[src/rtl/scm_pkg.sv]
// shared types and constants for the stepper calibrate-and-move core
// no dependencies
package scm_pkg;

  localparam int POS_BITS_DEF    = 16;
  localparam int DELAY_SCALE_DEF = 10;

  localparam int ELAPSED_W = 20;
  localparam logic [ELAPSED_W-1:0] ELAPSED_MAX = '1;
  localparam logic [14:0] TRAVEL_MAX = 15'h7fff;

  localparam logic [15:0] SLOW_DELAY_RST = 16'd1000;
  localparam logic [15:0] RUN_DELAY_RST  = 16'd500;

  // item kinds
  localparam logic [2:0] KIND_TICK      = 3'd0;
  localparam logic [2:0] KIND_SLOW_MOVE = 3'd1;
  localparam logic [2:0] KIND_SET_ZERO  = 3'd2;
  localparam logic [2:0] KIND_MOVE_END  = 3'd3;
  localparam logic [2:0] KIND_SET_END   = 3'd4;
  localparam logic [2:0] KIND_TEST_RUN  = 3'd5;
  localparam logic [2:0] KIND_STOP      = 3'd6;

  // modes
  localparam logic [2:0] MODE_IDLE     = 3'd0;
  localparam logic [2:0] MODE_SLOW     = 3'd1;
  localparam logic [2:0] MODE_ZERO_SET = 3'd2;
  localparam logic [2:0] MODE_TO_END   = 3'd3;
  localparam logic [2:0] MODE_END_SET  = 3'd4;
  localparam logic [2:0] MODE_TEST_RUN = 3'd5;

  // travel direction
  localparam logic [1:0] DIR_ZERO = 2'd0;
  localparam logic [1:0] DIR_END  = 2'd1;
  localparam logic [1:0] DIR_NONE = 2'd2;

  // configuration register indexes
  localparam logic [1:0] CFG_SLOW_DELAY = 2'd0;
  localparam logic [1:0] CFG_RUN_DELAY  = 2'd1;
  localparam logic [1:0] CFG_REVERSE    = 2'd2;

  // coil patterns A+,A-,B+,B-
  localparam logic [3:0] COIL_OFF = 4'd0;
  localparam logic [3:0] COIL_P0  = 4'd9;
  localparam logic [3:0] COIL_P1  = 4'd5;
  localparam logic [3:0] COIL_P2  = 4'd6;
  localparam logic [3:0] COIL_P3  = 4'd10;

  typedef struct packed {
    logic [2:0] kind;
    logic       direction;
  } in_item_t;

  typedef struct packed {
    logic [3:0]         coil_drive;
    logic               report_valid;
    logic               reported_side;
    logic               end_ack_valid;
    logic [14:0]        travel_length;
    logic               rejected;
    logic               moving;
    logic [2:0]         mode;
    logic signed [15:0] step_position;
  } out_item_t;

  function automatic logic [3:0] coil_pattern(input logic [1:0] idx);
    logic [3:0] p;
    case (idx)
      2'd0: p = COIL_P0;
      2'd1: p = COIL_P1;
      2'd2: p = COIL_P2;
      default: p = COIL_P3;
    endcase
    return p;
  endfunction

endpackage

[src/rtl/stepper_calibrate_and_move_core.sv]
// stepper calibrate-and-move core: full-step sequencer with end-point calibration
// an accepted item passes the input register, then the result register
// throughput: one item per cycle unless stalled; update is one combinational pass
// reset: sync active-low rst_n clears state, not data regs; delays to 1000, 500
// depends on scm_pkg
module stepper_calibrate_and_move_core #(
  parameter int POS_BITS    = scm_pkg::POS_BITS_DEF,
  parameter int DELAY_SCALE = scm_pkg::DELAY_SCALE_DEF
) (
  input  logic               clk,
  input  logic               rst_n,
  input  logic               in_valid,
  output logic               in_stall,
  input  scm_pkg::in_item_t  in_data,
  output logic               out_valid,
  input  logic               out_stall,
  output scm_pkg::out_item_t out_data,
  input  logic               cfg_we,
  input  logic [1:0]         cfg_index,
  input  logic [15:0]        cfg_wdata
);

  localparam int PW  = POS_BITS;
  localparam int EW  = ((PW > 16) ? PW : 16) + 2;
  localparam int MW  = 16 + $clog2(DELAY_SCALE + 1);
  localparam int PRW = (MW > scm_pkg::ELAPSED_W) ? MW : scm_pkg::ELAPSED_W + 1;
  localparam logic signed [PW-1:0] PMAX = {1'b0, {(PW-1){1'b1}}};
  localparam logic signed [PW-1:0] PMIN = {1'b1, {(PW-1){1'b0}}};

  // config
  logic [15:0] slow_delay_r, run_delay_r;
  logic        reverse_r;

  // pipeline
  logic              s1_valid_r;
  scm_pkg::in_item_t s1_data_r;
  logic              out_valid_r;
  scm_pkg::out_item_t out_data_r, out_data_nxt;
  logic              advance;

  // block state
  logic [2:0]                    mode_r, mode_nxt;
  logic                          moving_r, moving_nxt;
  logic signed [PW-1:0]          pos_r, pos_nxt;
  logic signed [PW-1:0]          target_r, target_nxt;
  logic [14:0]                   travel_r, travel_nxt;
  logic [1:0]                    dir_r, dir_nxt;
  logic [1:0]                    pat_r, pat_nxt;
  logic [3:0]                    coil_r, coil_nxt;
  logic [15:0]                   delay_r, delay_nxt;
  logic [scm_pkg::ELAPSED_W-1:0] elapsed_r, elapsed_nxt;
  logic                          side_r, side_nxt;

  // helpers
  logic signed [EW-1:0]          posx, tlx, magx, pmx, posx_nxt;
  logic signed [PW-1:0]          pos_up, pos_dn, pos_move, travel_clamped;
  logic [14:0]                   mag_sat;
  logic [PRW-1:0]                prod;
  logic [scm_pkg::ELAPSED_W-1:0] thr, elapsed_inc;
  logic [1:0]                    pat_step;
  logic                          rep_valid, rep_side, ack, rej;
  logic [3:0]                    coil_out;

  assign advance   = s1_valid_r && (!out_valid_r || !out_stall);
  assign in_stall  = s1_valid_r && !advance;
  assign out_valid = out_valid_r;
  assign out_data  = out_data_r;

  assign posx = {{(EW-PW){pos_r[PW-1]}}, pos_r};
  assign tlx  = {{(EW-15){1'b0}}, travel_r};
  assign pmx  = {{(EW-PW){1'b0}}, PMAX};
  assign magx = posx[EW-1] ? -posx : posx;
  assign mag_sat = (magx > EW'(signed'({1'b0, scm_pkg::TRAVEL_MAX}))) ? scm_pkg::TRAVEL_MAX
                                                                      : magx[14:0];
  assign travel_clamped = (tlx > pmx) ? PMAX : tlx[PW-1:0];

  assign pos_up   = (pos_r == PMAX) ? pos_r : pos_r + PW'(1);
  assign pos_dn   = (pos_r == PMIN) ? pos_r : pos_r - PW'(1);
  assign pos_move = (dir_r == scm_pkg::DIR_ZERO) ? pos_dn : pos_up;
  assign pat_step = (dir_r == scm_pkg::DIR_ZERO) ? pat_r + 2'd1 : pat_r - 2'd1;

  assign prod = PRW'(delay_r) * PRW'(DELAY_SCALE);
  assign thr  = (prod > PRW'(scm_pkg::ELAPSED_MAX)) ? scm_pkg::ELAPSED_MAX
                                                    : prod[scm_pkg::ELAPSED_W-1:0];
  assign elapsed_inc = (elapsed_r == scm_pkg::ELAPSED_MAX) ? elapsed_r
                                                           : elapsed_r + 1'b1;

  always_comb begin
    mode_nxt    = mode_r;
    moving_nxt  = moving_r;
    pos_nxt     = pos_r;
    target_nxt  = target_r;
    travel_nxt  = travel_r;
    dir_nxt     = dir_r;
    pat_nxt     = pat_r;
    coil_nxt    = coil_r;
    delay_nxt   = delay_r;
    elapsed_nxt = elapsed_r;
    side_nxt    = side_r;
    rep_valid   = 1'b0;
    rep_side    = 1'b0;
    ack         = 1'b0;
    rej         = 1'b0;
    case (s1_data_r.kind)
      scm_pkg::KIND_TICK: begin
        elapsed_nxt = elapsed_inc;
        if (moving_r && (elapsed_inc >= thr)) begin
          elapsed_nxt = '0;
          if (mode_r == scm_pkg::MODE_SLOW || mode_r == scm_pkg::MODE_TO_END) begin
            coil_nxt = scm_pkg::coil_pattern(pat_r);
            pat_nxt  = pat_step;
            pos_nxt  = pos_move;
          end else if (mode_r == scm_pkg::MODE_TEST_RUN) begin
            if (pos_r == target_r || pos_r[PW-1]) begin
              moving_nxt = 1'b0;
              side_nxt   = (posx == tlx);
              rep_valid  = 1'b1;
              rep_side   = (posx == tlx);
              mode_nxt   = scm_pkg::MODE_IDLE;
            end else begin
              coil_nxt = scm_pkg::coil_pattern(pat_r);
              pat_nxt  = pat_step;
              pos_nxt  = pos_move;
            end
          end
        end
      end
      scm_pkg::KIND_SLOW_MOVE, scm_pkg::KIND_MOVE_END: begin
        dir_nxt    = {1'b0, s1_data_r.direction};
        delay_nxt  = slow_delay_r;
        moving_nxt = 1'b1;
        mode_nxt   = s1_data_r.kind;
      end
      scm_pkg::KIND_SET_ZERO: begin
        moving_nxt = 1'b0;
        pos_nxt    = '0;
        side_nxt   = 1'b0;
        rep_valid  = 1'b1;
        mode_nxt   = scm_pkg::MODE_ZERO_SET;
      end
      scm_pkg::KIND_SET_END: begin
        moving_nxt = 1'b0;
        travel_nxt = mag_sat;
        ack        = 1'b1;
        side_nxt   = 1'b1;
        rep_valid  = 1'b1;
        rep_side   = 1'b1;
        delay_nxt  = run_delay_r;
        mode_nxt   = scm_pkg::MODE_END_SET;
      end
      scm_pkg::KIND_TEST_RUN: begin
        delay_nxt = run_delay_r;
        if (side_r == s1_data_r.direction) begin
          rej = 1'b1;
        end else begin
          if (s1_data_r.direction) begin
            dir_nxt    = scm_pkg::DIR_END;
            pos_nxt    = '0;
            target_nxt = travel_clamped;
          end else begin
            dir_nxt    = scm_pkg::DIR_ZERO;
            pos_nxt    = travel_clamped;
            target_nxt = '0;
          end
          mode_nxt   = scm_pkg::MODE_TEST_RUN;
          moving_nxt = 1'b1;
        end
      end
      scm_pkg::KIND_STOP: begin
        moving_nxt = 1'b0;
        coil_nxt   = scm_pkg::COIL_OFF;
      end
      default: begin
      end
    endcase
  end

  assign posx_nxt = {{(EW-PW){pos_nxt[PW-1]}}, pos_nxt};

  always_comb begin
    coil_out = reverse_r ? {coil_nxt[0], coil_nxt[1], coil_nxt[2], coil_nxt[3]} : coil_nxt;
    out_data_nxt.coil_drive    = coil_out;
    out_data_nxt.report_valid  = rep_valid;
    out_data_nxt.reported_side = rep_side;
    out_data_nxt.end_ack_valid = ack;
    out_data_nxt.travel_length = travel_nxt;
    out_data_nxt.rejected      = rej;
    out_data_nxt.moving        = moving_nxt;
    out_data_nxt.mode          = mode_nxt;
    out_data_nxt.step_position = posx_nxt[15:0];
  end

  always_ff @(posedge clk) begin
    if (!rst_n) begin
      slow_delay_r <= scm_pkg::SLOW_DELAY_RST;
      run_delay_r  <= scm_pkg::RUN_DELAY_RST;
      reverse_r    <= 1'b0;
    end else if (cfg_we) begin
      case (cfg_index)
        scm_pkg::CFG_SLOW_DELAY: slow_delay_r <= cfg_wdata;
        scm_pkg::CFG_RUN_DELAY:  run_delay_r  <= cfg_wdata;
        scm_pkg::CFG_REVERSE:    reverse_r    <= cfg_wdata[0];
        default: begin
        end
      endcase
    end
  end

  always_ff @(posedge clk) begin
    if (!rst_n) begin
      s1_valid_r  <= 1'b0;
      out_valid_r <= 1'b0;
    end else begin
      if (in_valid && !in_stall) begin
        s1_valid_r <= 1'b1;
      end else if (advance) begin
        s1_valid_r <= 1'b0;
      end
      if (advance) begin
        out_valid_r <= 1'b1;
      end else if (!out_stall) begin
        out_valid_r <= 1'b0;
      end
    end
  end

  always_ff @(posedge clk) begin
    if (in_valid && !in_stall) begin
      s1_data_r <= in_data;
    end
    if (advance) begin
      out_data_r <= out_data_nxt;
    end
  end

  always_ff @(posedge clk) begin
    if (!rst_n) begin
      mode_r    <= scm_pkg::MODE_IDLE;
      moving_r  <= 1'b0;
      pos_r     <= '0;
      target_r  <= '0;
      travel_r  <= '0;
      dir_r     <= scm_pkg::DIR_NONE;
      pat_r     <= '0;
      coil_r    <= scm_pkg::COIL_OFF;
      delay_r   <= '0;
      elapsed_r <= '0;
      side_r    <= 1'b0;
    end else if (advance) begin
      mode_r    <= mode_nxt;
      moving_r  <= moving_nxt;
      pos_r     <= pos_nxt;
      target_r  <= target_nxt;
      travel_r  <= travel_nxt;
      dir_r     <= dir_nxt;
      pat_r     <= pat_nxt;
      coil_r    <= coil_nxt;
      delay_r   <= delay_nxt;
      elapsed_r <= elapsed_nxt;
      side_r    <= side_nxt;
    end
  end

endmodule

[config.mk]
export PLATFORM = sky130hd
export DESIGN_NAME = stepper_calibrate_and_move_core
export DESIGN_NICKNAME = d
export VERILOG_FILES = /design/src/rtl/scm_pkg.sv /design/src/rtl/stepper_calibrate_and_move_core.sv
export SDC_FILE = /design/constraint.sdc
export NUM_CORES = 1
export LEC_CHECK = 0
export BUFFER_PORTS_ARGS = -buffer_cell sky130_fd_sc_hd__buf_2
export CORE_UTILIZATION = 45
export DETAILED_ROUTE_END_ITERATION = 12
export PLACE_DENSITY = 0.65
export SYNTH_ARGS = -nofsm -noshare
export SYNTH_HDL_FRONTEND = slang
export SYNTH_SLANG_ARGS = --single-unit
[constraint.sdc]
create_clock -name clk -period 9.14 [get_ports clk]
set_input_delay 1.828 -clock clk [delete_from_list [all_inputs] [get_ports clk]]
set_output_delay 1.828 -clock clk [all_outputs]
set_load 0.1 [all_outputs]
==> metrics.md, run 1 <==
| Metric | Value |
|---|---|
| CP Max Fanout | `5` |
| Post-layout util | `51.1%` |
| Clock transition at path regs | `0.07 ns` |
| Initial Utilization | `46.4%` |
| Rows | `54` |
| Port Buffer Count | `71` |
| Post-route ant nets | `0` |
| Mapped Cells | `1268` |
| H-tree depth | `4` |
| FF-to-FF setup slack | `3.58 ns` |
| Ant. Diodes | `0` |
| Peak supply drop | `0.000110 V` |
| Sequential fraction of the synthesis area | `39.1%` |
| Max-cap violations | `0` |
| Clk buf depth | `2` |
| Number of synthesized register bits | `177` |
| Global-route wire length before repair | `43.2 mm` |
| HPWL after DPL | `18.1 mm` |
| Slew Viols, Final | `0` |
| Total global-route track usage | `22.9%` |
| Setup TNS | `0 ns` |
| Startpoint types | `flip-flop` |
| Final GP Congestion | `0.876` |
| Vias in the first global route | `8091` |
| Sequential share of power | `46.3%` |
| Max frequency | `180 MHz` |
| Vias | `9104` |
| Leakage | `4.60 nW` |
| Mapped Area | `10300 um2` |
| Setup-failing EPs final | `0` |
| CTS tree | `yes` |
| Synth top area cells | `dfxtp_1, edfxtp_1, nand2_1` |
| PD cells | `165 nW/um2` |
| Power share of the clock group | `37.9%` |
| Min Tclk post-route | `5.56 ns` |
| Most used flip-flop cell after synthesis | `dfxtp_1` |
| Top-Level Pins | `72` |
| Critical Path End Type | `flip-flop` |
| Pre-antenna DRT Iters | `5` |
| Layout overhead on the synthesized area | `10.0%` |
| Layout cells sized above 1 | `10.6%` |
| Post-CTS setup buffers | `0` |
| GR Layer Usage met2 | `34.9%` |
| DR iter-0 viols | `874` |
| Post-cts sizing count | `0` |
| Fin crit share | `60.8%` |
| Final count of hold timing violations | `0` |
| Syn_nets | `1350` |
| Mean routed wirelength per cell | `16.9 um` |
| Final #Nets | `1366` |
| Vias/cell | `5.77` |
| Met3 GRT Util | `3.43%` |
| Setup CP Type | `flip-flop to flip-flop` |
| Top-area cell type share of the netlist area | `25.4%` |
| P_int | `1.28 mW` |
| Sw frac | `31.3%` |
| Post-Syn Area per Cell | `8.09 um2` |
| Initial antenna violation count | `0` |
| Top Usage Layer GRT | `met2` |
| Gate power share | `15.8%` |
| Die area | `23400 um2` |
| Worst Path Arrival | `5.73 ns` |
| Hold WS | `0.457 ns` |
| Ys async rst share | `0%` |
| Largest net degree at the start of global routing | `78` |
| Yosys cell types | `70` |
| GRT met1 Usage | `33.6%` |
| RSZ-0062 raised after global routing | `no` |
| Worst Max-Slew Pin Slew | `1.13 ns` |
| # clock sinks | `177` |
| CTS Buf Count | `17` |
| Die width | `153 um` |
| Net switching power | `0.584 mW` |
| Hold WC Path Type | `flip-flop to flip-flop` |
| Post-CTS Hold Buffers | `0` |
| Root buf cell | `clkbuf_16` |
| Number of fillers in the final layout | `2104` |
| Grt ovf | `0` |
| DR DRC count | `0` |
| YS warnings | `0` |
| Final WL | `26.7 mm` |
| Area leader, netlist | `dfxtp_1` |
| Status | `finished, final reports clean` |
| Required time worst endpoint | `9.31 ns` |
| Core outline area | `22100 um2` |
| EDFF count, synth | `47` |
| Worst clock skew | `0.00987 ns` |
| Worst skew pair latency | `0.43 ns` |
| Die H | `153 um` |
| Slew headroom | `24.4%` |
## stage by stage
step,total power [mW],instance area (um2),cells,worst slack [ns]
after floorplan,1.10,10300,1268,4.42
after global placement,1.17,10700,1545,3.82
after detailed placement,1.17,10700,1545,3.68
after CTS,1.87,11300,1577,3.63
after global routing,1.94,11300,1577,3.13
final,1.87,11300,1577,3.58
## layout by cell type (no fill, tap or decap), drive strengths merged, types with 5 or more instances in the layout
cell and instances:
and2 6, edfxtp 47, o21ai 61, a21o 22, clkinv 5, mux2i 14
a31oi 19, a211oi 8, xnor2 34, or2 7, buf 85, nor3 23
a22oi 6, xor2 50, o22ai 6, and3 13, ha 54, or4 8
inv 34, nor2b 6, dfxtp 130, or3 10, a21oi 133, a32o 5
nand3b 5, nor4 14, a311oi 16, nand3 54, nand4 19, clkbuf 19
nor2 124, nand2 209
## flip-flops by register name (all words and copies together) (netlist names), 2 cells and up
signal        flops
target_r         15
delay_r          16
s1_data_r         4
slow_delay_r     16
coil_r            4
travel_r         15
pos_r            16
run_delay_r      16
dir_r             2
out_data         43
pat_r             2
elapsed_r        20
mode_r            3
## power by group through the flow
stage / registers, mW / clock network [mW] / logic [mW]
2_1_floorplan: 0.937 / 0 / 0.164
3_3_place_gp: 0.881 / 0 / 0.290
3_5_place_dp: 0.881 / 0 / 0.291
4_1_cts: 0.864 / 0.716 / 0.293
5_1_grt: 0.867 / 0.751 / 0.320
6_report: 0.864 / 0.707 / 0.295
## worst paths after layout
check / depth (start not counted) / from / to
setup / recovery: 21 / delay_r[1]$_SDFFE_PN0P_ / out_data[42]$_DFFE_PP_
hold / removal: 2 / run_delay_r[14]$_SDFFE_PN0P_ / run_delay_r[14]$_SDFFE_PN0P_
setup reg to reg: 21 / delay_r[1]$_SDFFE_PN0P_ / out_data[42]$_DFFE_PP_
hold reg to reg: 2 / run_delay_r[14]$_SDFFE_PN0P_ / run_delay_r[14]$_SDFFE_PN0P_
## cells in the mapped netlist, drive strengths merged (6+ instances only)
master and count:
o22ai 6, o21ai 61, inv 25, edfxtp 47, xnor2 34, xor2 50, nor2 124, nor4 14
or4 8, a311oi 16, and2 6, a21o 22, nand4 19, ha 54, a31oi 19, clkbuf 65
a211oi 8, nor3 23, nor2b 6, mux2i 14, nand2 209, or2 7, nand3 54, a22oi 6
or3 10, a21oi 133, buf 23, and3 13, dfxtp 130
## kinds of logic after synthesis
group | after synthesis | share of synthesized area, %
xor gates and xnor gates | 84 | 7.17
DFF | 177 | 39.1
adders and majority gates | 55 | 6.78
muxes | 16 | 1.58
buffers and inverters | 114 | 4.35
and+or+nand+nor | 512 | 22.7
AOI/OAI and AO/OA | 310 | 18.3
## metal layers
| metal | wire length (um) | vias up |
|---|---|---|
| met3 | 1560 | 28 |
| met1 | 13000 | 4255 |
| met5 | 0 | - |
| met2 | 11800 | 290 |
| li1 | - | 4531 |
| met4 | 326 | 0 |
## cell type report
cell class              instances  area (um2)  share of cell area (%)
multi-input cells             977        5810                    51.5
flip-flops and latches        177        4010                    35.5
repair buffers                 85         460                    4.08
clock buffers                  19         443                    3.92
well taps                     280         350                    3.10
clock inverters                13         113                   0.997
inverters                      26        98.8                   0.875
## worst max-delay path, stage by stage, from the launching register on
cell and delay, ns:
dfxtp_1 0.33, ha_1 0.30, ha_1 0.23, fa_1 0.41, a21o_1 0.18, a21oi_1 0.23
o21bai_1 0.12, a31o_2 0.26, nand4_1 0.11, a31oi_1 0.12, a21o_1 0.19, a21oi_1 0.16
xor2_1 0.09, ha_1 0.29, and4_1 0.21, nand2_1 0.05, nor3_1 0.12, o211ai_1 0.21
a2111oi_0 0.79, o21ai_0 0.39, a22oi_1 0.37, mux2i_1 0.14
Note: power is estimated with default switching activity, not from simulation.
==> run 2, diff against run 1 <==
--- a/config.mk
+++ b/config.mk
@@ -8,7 +8,7 @@
 export BUFFER_PORTS_ARGS = -buffer_cell sky130_fd_sc_hd__buf_2
 export CORE_UTILIZATION = 45
 export DETAILED_ROUTE_END_ITERATION = 12
-export PLACE_DENSITY = 0.65
+export PLACE_DENSITY = 0.68
 export SYNTH_ARGS = -nofsm -noshare
 export SYNTH_HDL_FRONTEND = slang
 export SYNTH_SLANG_ARGS = --single-unit
==> constraint.sdc (replaced) <==
create_clock -name clk -period 5 [get_ports clk]
set_input_delay 1 -clock clk [delete_from_list [all_inputs] [get_ports clk]]
set_output_delay 1 -clock clk [all_outputs]
set_load 0.1 [all_outputs]
==> run 2 against run 1 <==
Against the previous run: critical path depth is 3 higher; global-route usage is 0.70 points higher; largest power group unchanged; clock skew is 0.0022 ns higher; clock-buffer cell count is 1 higher; combinational power is 89% higher; utilization is 1.7 points higher.
==> metrics.md, run 2 (synthesis gave the netlist of run 1 again) <==
| Metric | Value |
|---|---|
| R2r worst-path depth | `24` |
| Final count of hold timing violations | `0` |
| Slew headroom | `23.4%` |
| Core outline area | `22100 um2` |
| Critical Path End Type | `flip-flop` |
| Initial antenna violation count | `0` |
| Die width | `153 um` |
| CP Max Fanout | `6` |
| Largest net degree at the start of global routing | `78` |
| Top-Level Pins | `72` |
| PD cells | `298 nW/um2` |
| Status | `finished, final reports clean` |
| CTS tree | `yes` |
| CTS Buf Count | `17` |
| Setup-failing EPs final | `0` |
| Hold WS | `0.456 ns` |
| Overall power | `3.47 mW` |
| Post-place instance area | `10800 um2` |
| Final GP Congestion | `0.895` |
| Pre-antenna DRT Iters | `8` |
| Layout overhead on the synthesized area | `13.7%` |
| DR iter-0 viols | `1019` |
| Final #Nets | `1385` |
| Post-CTS Hold Buffers | `0` |
| WHS Path Cells | `2` |
| Total global-route track usage | `23.6%` |
| Vias/cell | `5.85` |
| Most frequent cells in the layout | `nand2_1, dfxtp_1, a21oi_1` |
| Mean routed wirelength per cell | `17.5 um` |
| Die area | `23400 um2` |
| Setup CP Type | `flip-flop to flip-flop` |
| Global-route wire length before repair | `44.7 mm` |
| Worst Max-Slew Pin Slew | `1.15 ns` |
| DR DRC count | `0` |
| Rows | `54` |
| Clock transition at path regs | `0.08 ns` |
| Hold WC Path Type | `flip-flop to flip-flop` |
| Max frequency | `204 MHz` |
| Root buf cell | `clkbuf_16` |
| Leakage | `4.71 nW` |
| Peak supply drop | `0.000226 V` |
| Required time worst endpoint | `5.37 ns` |
| Startpoint types | `flip-flop` |
| Ant. Diodes | `0` |
| Port Buffer Count | `71` |
| Most common cell after layout, fill and taps aside | `nand2_1` |
| Max reg flops | `43` |
| Worst skew pair latency | `0.43 ns` |
| Vias | `9338` |
| Worst clock skew | `0.0121 ns` |
| Max-cap violations | `0` |
| RSZ-0062 raised after global routing | `yes` |
| Setup TNS | `0 ns` |
| Final WL | `27.9 mm` |
| Worst Path Arrival | `5.27 ns` |
| Slew Viols, Final | `0` |
| Fin crit share | `97.9%` |
| Post-Layout Inst Area | `11700 um2` |
| Layout cells sized above 1 | `14.4%` |
| HPWL after DPL | `18.4 mm` |
| Die H | `153 um` |
| Post-route ant nets | `0` |
| Grt ovf | `0` |
| # clock sinks | `177` |
| H-tree depth | `4` |
| Initial Utilization | `46.4%` |
| Vias in the first global route | `8590` |
| Min Tclk post-route | `4.90 ns` |
| Clk buf depth | `2` |
-- run 2: cell count changes in the layout (fill, tap and decap cells not counted), moves of 3 or more --
cell / change
ha_4: +3
a21oi_1: -9
buf_4: +15
a22oi_1: -4
o21ai_0: -9
ha_1: -4
dfxtp_1: -3
o21ai_1: +7
a22oi_2: +4
a21oi_2: +9
-- run 2: where the power goes --
| group | leakage, nW | switching [mW] | internal [mW] | total [mW] |
|---|---|---|---|---|
| sequential | 1.51 | 0.0563 | 1.53 | 1.58 |
| combinational | 2.92 | 0.401 | 0.157 | 0.558 |
| clock | 0.281 | 0.641 | 0.692 | 1.33 |
-- run 2: worst paths after layout --
kind | startpoint | endpoint | slack [ns]
min reg2reg | run_delay_r[14]$_SDFFE_PN0P_ | run_delay_r[14]$_SDFFE_PN0P_ | 0.46
max reg2reg | delay_r[3]$_SDFFE_PN0P_ | pos_r[0]$_SDFFE_PN0P_ | 0.10
max | delay_r[3]$_SDFFE_PN0P_ | pos_r[0]$_SDFFE_PN0P_ | 0.10
min | run_delay_r[14]$_SDFFE_PN0P_ | run_delay_r[14]$_SDFFE_PN0P_ | 0.46
-- run 2: routing by layer --
metal | part of all wire (%) | routed length, um | vias up | GRT usage (%)
met1 | 47 | 13100 | 4355 | 34.2
li1 | - | - | 4558 | -
met5 | 0 | 0 | - | 0
met3 | 7.5 | 2110 | 39 | 3.74
met2 | 44 | 12300 | 386 | 36.2
met4 | 1.4 | 393 | 0 | 6.59
-- run 2: cell type report --
type / count / area (um2)
inverters: 26 / 98.8
clock buffers: 20 / 462
multi-input cells: 977 / 5960
fillers: 2055 / 10400
repair buffers: 104 / 659
clock inverters: 12 / 114
well taps: 280 / 350
flip-flops and latches: 177 / 4020
-- run 2: through the flow --
| step | util [%] | setup slack (ns) | std cells |
|---|---|---|---|
| after global routing | 52.8 | -0.107 | 1596 |
| after detailed placement | 49.0 | -0.0908 | 1556 |
| final | 52.8 | 0.105 | 1596 |
| after global placement | 49.0 | 0.0301 | 1556 |
| after CTS | 52.2 | 0.0127 | 1592 |
| after floorplan | - | 0.275 | 1268 |
-- run 2: repair_timing --
action,CTS,global route
setup buffers,2,4
endpoints found under the hold margin,0,0
gates cloned,2,0
pin swaps,4,21
endpoints found under the setup margin,11,48
gates resized for setup,13,37
-- run 2: critical path, cell delays in order, from the launching register on --
cell and delay, ns:
dfxtp_4 0.36, ha_4 0.22, ha_4 0.17, fa_2 0.40, a21o_1 0.20, a21oi_2 0.15, o21bai_1 0.11, a31o_2 0.22
nand4_1 0.13, a31oi_2 0.13, a21o_1 0.19, a21oi_2 0.14, xor2_1 0.08, ha_1 0.30, and4_1 0.19, nand2_1 0.09
nor3_2 0.14, o211ai_1 0.16, buf_4 0.20, a211oi_4 0.27, buf_4 0.17, buf_16 0.12, nand2_1 0.09, or4_1 0.50
nand3_1 0.10
==> run 3, diff against run 2 <==
--- a/config.mk
+++ b/config.mk
@@ -9,6 +9,7 @@
 export CORE_UTILIZATION = 45
 export DETAILED_ROUTE_END_ITERATION = 12
 export PLACE_DENSITY = 0.68
+export REMOVE_ABC_BUFFERS = 1
 export SYNTH_ARGS = -nofsm -noshare
 export SYNTH_HDL_FRONTEND = slang
 export SYNTH_SLANG_ARGS = --single-unit
==> run 3 against run 2 <==
Against the previous run: flip-flop and latch count is the same; setup slack gained 0.025 ns; utilization decreased by 0.051 points; clock skew is 0.0053 ns higher; non-clock buffer count is the same; via count about the same; clock power increased by 5%; first-iteration DRC count is 4.9% higher; sequential power about the same.
==> metrics.md, run 3 (synthesis gave the netlist of run 1 again) <==
| Metric | Value |
|---|---|
| Status | `finished, final reports clean` |
| Max frequency | `205 MHz` |
| Initial Utilization | `46.4%` |
| Crit path buf inv count | `3` |
| Most frequent cells in the layout | `nand2_1, a21oi_1, dfxtp_1` |
| CP peak stage delay | `0.35 ns` |
| Setup CP Type | `flip-flop to flip-flop` |
| Post-layout util | `52.8%` |
| Mean routed wirelength per cell | `17.3 um` |
| Min Tclk post-route | `4.87 ns` |
| Layout cells sized above 1 | `13.8%` |
| Worst slack, placed | `-0.0562 ns` |
| Overall power | `3.53 mW` |
| Global-route wire length before repair | `43.8 mm` |
| Vias in the first global route | `8417` |
| Layout overhead on the synthesized area | `13.6%` |
| Leakage | `4.73 nW` |
| Clk buf depth | `2` |
| Peak supply drop | `0.000228 V` |
| Startpoint types | `flip-flop` |
| Die area | `23400 um2` |
| Top Family by Delay on Critical Path | `compound AO/OA/AOI/OAI gates` |
| Vias/cell | `5.86` |
| Worst clock skew | `0.0174 ns` |
| Grt ovf | `0` |
| Slew Viols, Final | `0` |
| DR iter-0 viols | `1069` |
| Final count of hold timing violations | `0` |
| Worst skew pair latency | `0.44 ns` |
| Fin crit share | `97.4%` |
| Crit-path cells | `ha_4 > ha_1 > a21o_1 > a21o_1 > a21oi_1 > o21ai_1 > a41o_1 > o21ai_2 > a21oi_1 > a21oi_1 > xor2_1 > ha_1 > a21o_1 > a21o_1 > a21oi_1 > o21ai_1 > nand2_1 > buf_4 > a211oi_4 > buf_6 > clkbuf_16 > a32o_1 > a22oi_1 > mux2i_1` |
| Final worst slack | `0.130 ns` |
| Hold WC Path Type | `flip-flop to flip-flop` |
| DR DRC count | `0` |
| Max reg flops | `43` |
| Post-Layout Inst Area | `11700 um2` |
| Post-place instance area | `10800 um2` |
| Root buf cell | `clkbuf_16` |
| Port Buffer Count | `71` |
| Placed cells | `1556` |
| # clock sinks | `177` |
| Post-route ant nets | `0` |
| Worst Max-Slew Pin Slew | `1.20 ns` |
| HPWL after DPL | `18.0 mm` |
| Die width | `153 um` |
| Setup-failing EPs final | `0` |
| Required time worst endpoint | `5.17 ns` |
| Total global-route track usage | `23.2%` |
| Slew headroom | `19.4%` |
| Ant. Diodes | `0` |
| Max-cap violations | `0` |
| Most common cell after layout, fill and taps aside | `nand2_1` |
| Pre-antenna DRT Iters | `5` |
| Hold WS | `0.455 ns` |
| Largest net degree at the start of global routing | `77` |
| Die H | `153 um` |
| Post-Layout Cell Count | `1596` |
| Final #Nets | `1385` |
| Top-Level Pins | `72` |
| Final WL | `27.6 mm` |
| RSZ-0062 raised after global routing | `yes` |
| Initial antenna violation count | `0` |
| Slowest CP cell | `dfxtp_2` |
| Clock transition at path regs | `0.07 ns` |
| Critical Path End Type | `flip-flop` |
| CP Max Fanout | `6` |
| CTS Buf Count | `17` |
| Core outline area | `22100 um2` |
| H-tree depth | `4` |
| Rows | `54` |
| Setup TNS | `0 ns` |
| CTS tree | `yes` |
| Vias | `9347` |
| Final GP Congestion | `0.889` |
| PD cells | `303 nW/um2` |
| Worst Path Arrival | `5.04 ns` |
-- run 3: final timing paths --
check,cells past startpoint,end,slack [ns],startpoint
max,24,out_data[39]$_DFFE_PP_,0.13,delay_r[2]$_SDFFE_PN0P_
min,2,slow_delay_r[4]$_SDFFE_PN0P_,0.46,slow_delay_r[4]$_SDFFE_PN0P_
max reg2reg,24,out_data[39]$_DFFE_PP_,0.13,delay_r[2]$_SDFFE_PN0P_
min reg2reg,2,slow_delay_r[4]$_SDFFE_PN0P_,0.46,slow_delay_r[4]$_SDFFE_PN0P_
-- run 3: where the power goes --
group,switching (mW),internal [mW]
Sequential,0.0553,1.53
Combinational,0.396,0.154
Clock,0.626,0.770
Total,1.08,2.45
-- run 3: cell type report --
class	instances	area [um2]
Fill cell	2082	10400
Multi-Input combinational cell	977	5910
Sequential cell	177	4020
Timing Repair Buffer	104	671
Clock buffer	19	443
Tap cell	280	350
Clock inverter	13	164
Inverter	26	98.8
-- run 3: worst min-delay path: stages, from the launching register on --
cell and delay, ns:
dfxtp_1 0.31, nand2_1 0.05, a21oi_1 0.05
-- run 3: what timing repair did --
action                     4_1_cts  5_1_grt
gates cloned                     0        3
buffers inserted                 0        5
gates resized for setup          2       37
setup endpoints to repair       19       52
pin swaps                        1       11
hold buffers                     0        0
-- run 3: per-layer routing --
| metal | track usage (%) | vias to the layer above | wire length, um |
|---|---|---|---|
| li1 | - | 4561 | - |
| met3 | 3.37 | 36 | 2080 |
| met2 | 35.2 | 392 | 12100 |
| met4 | 6.20 | 0 | 364 |
| met1 | 34.1 | 4358 | 13000 |
| met5 | 0 | - | 0 |
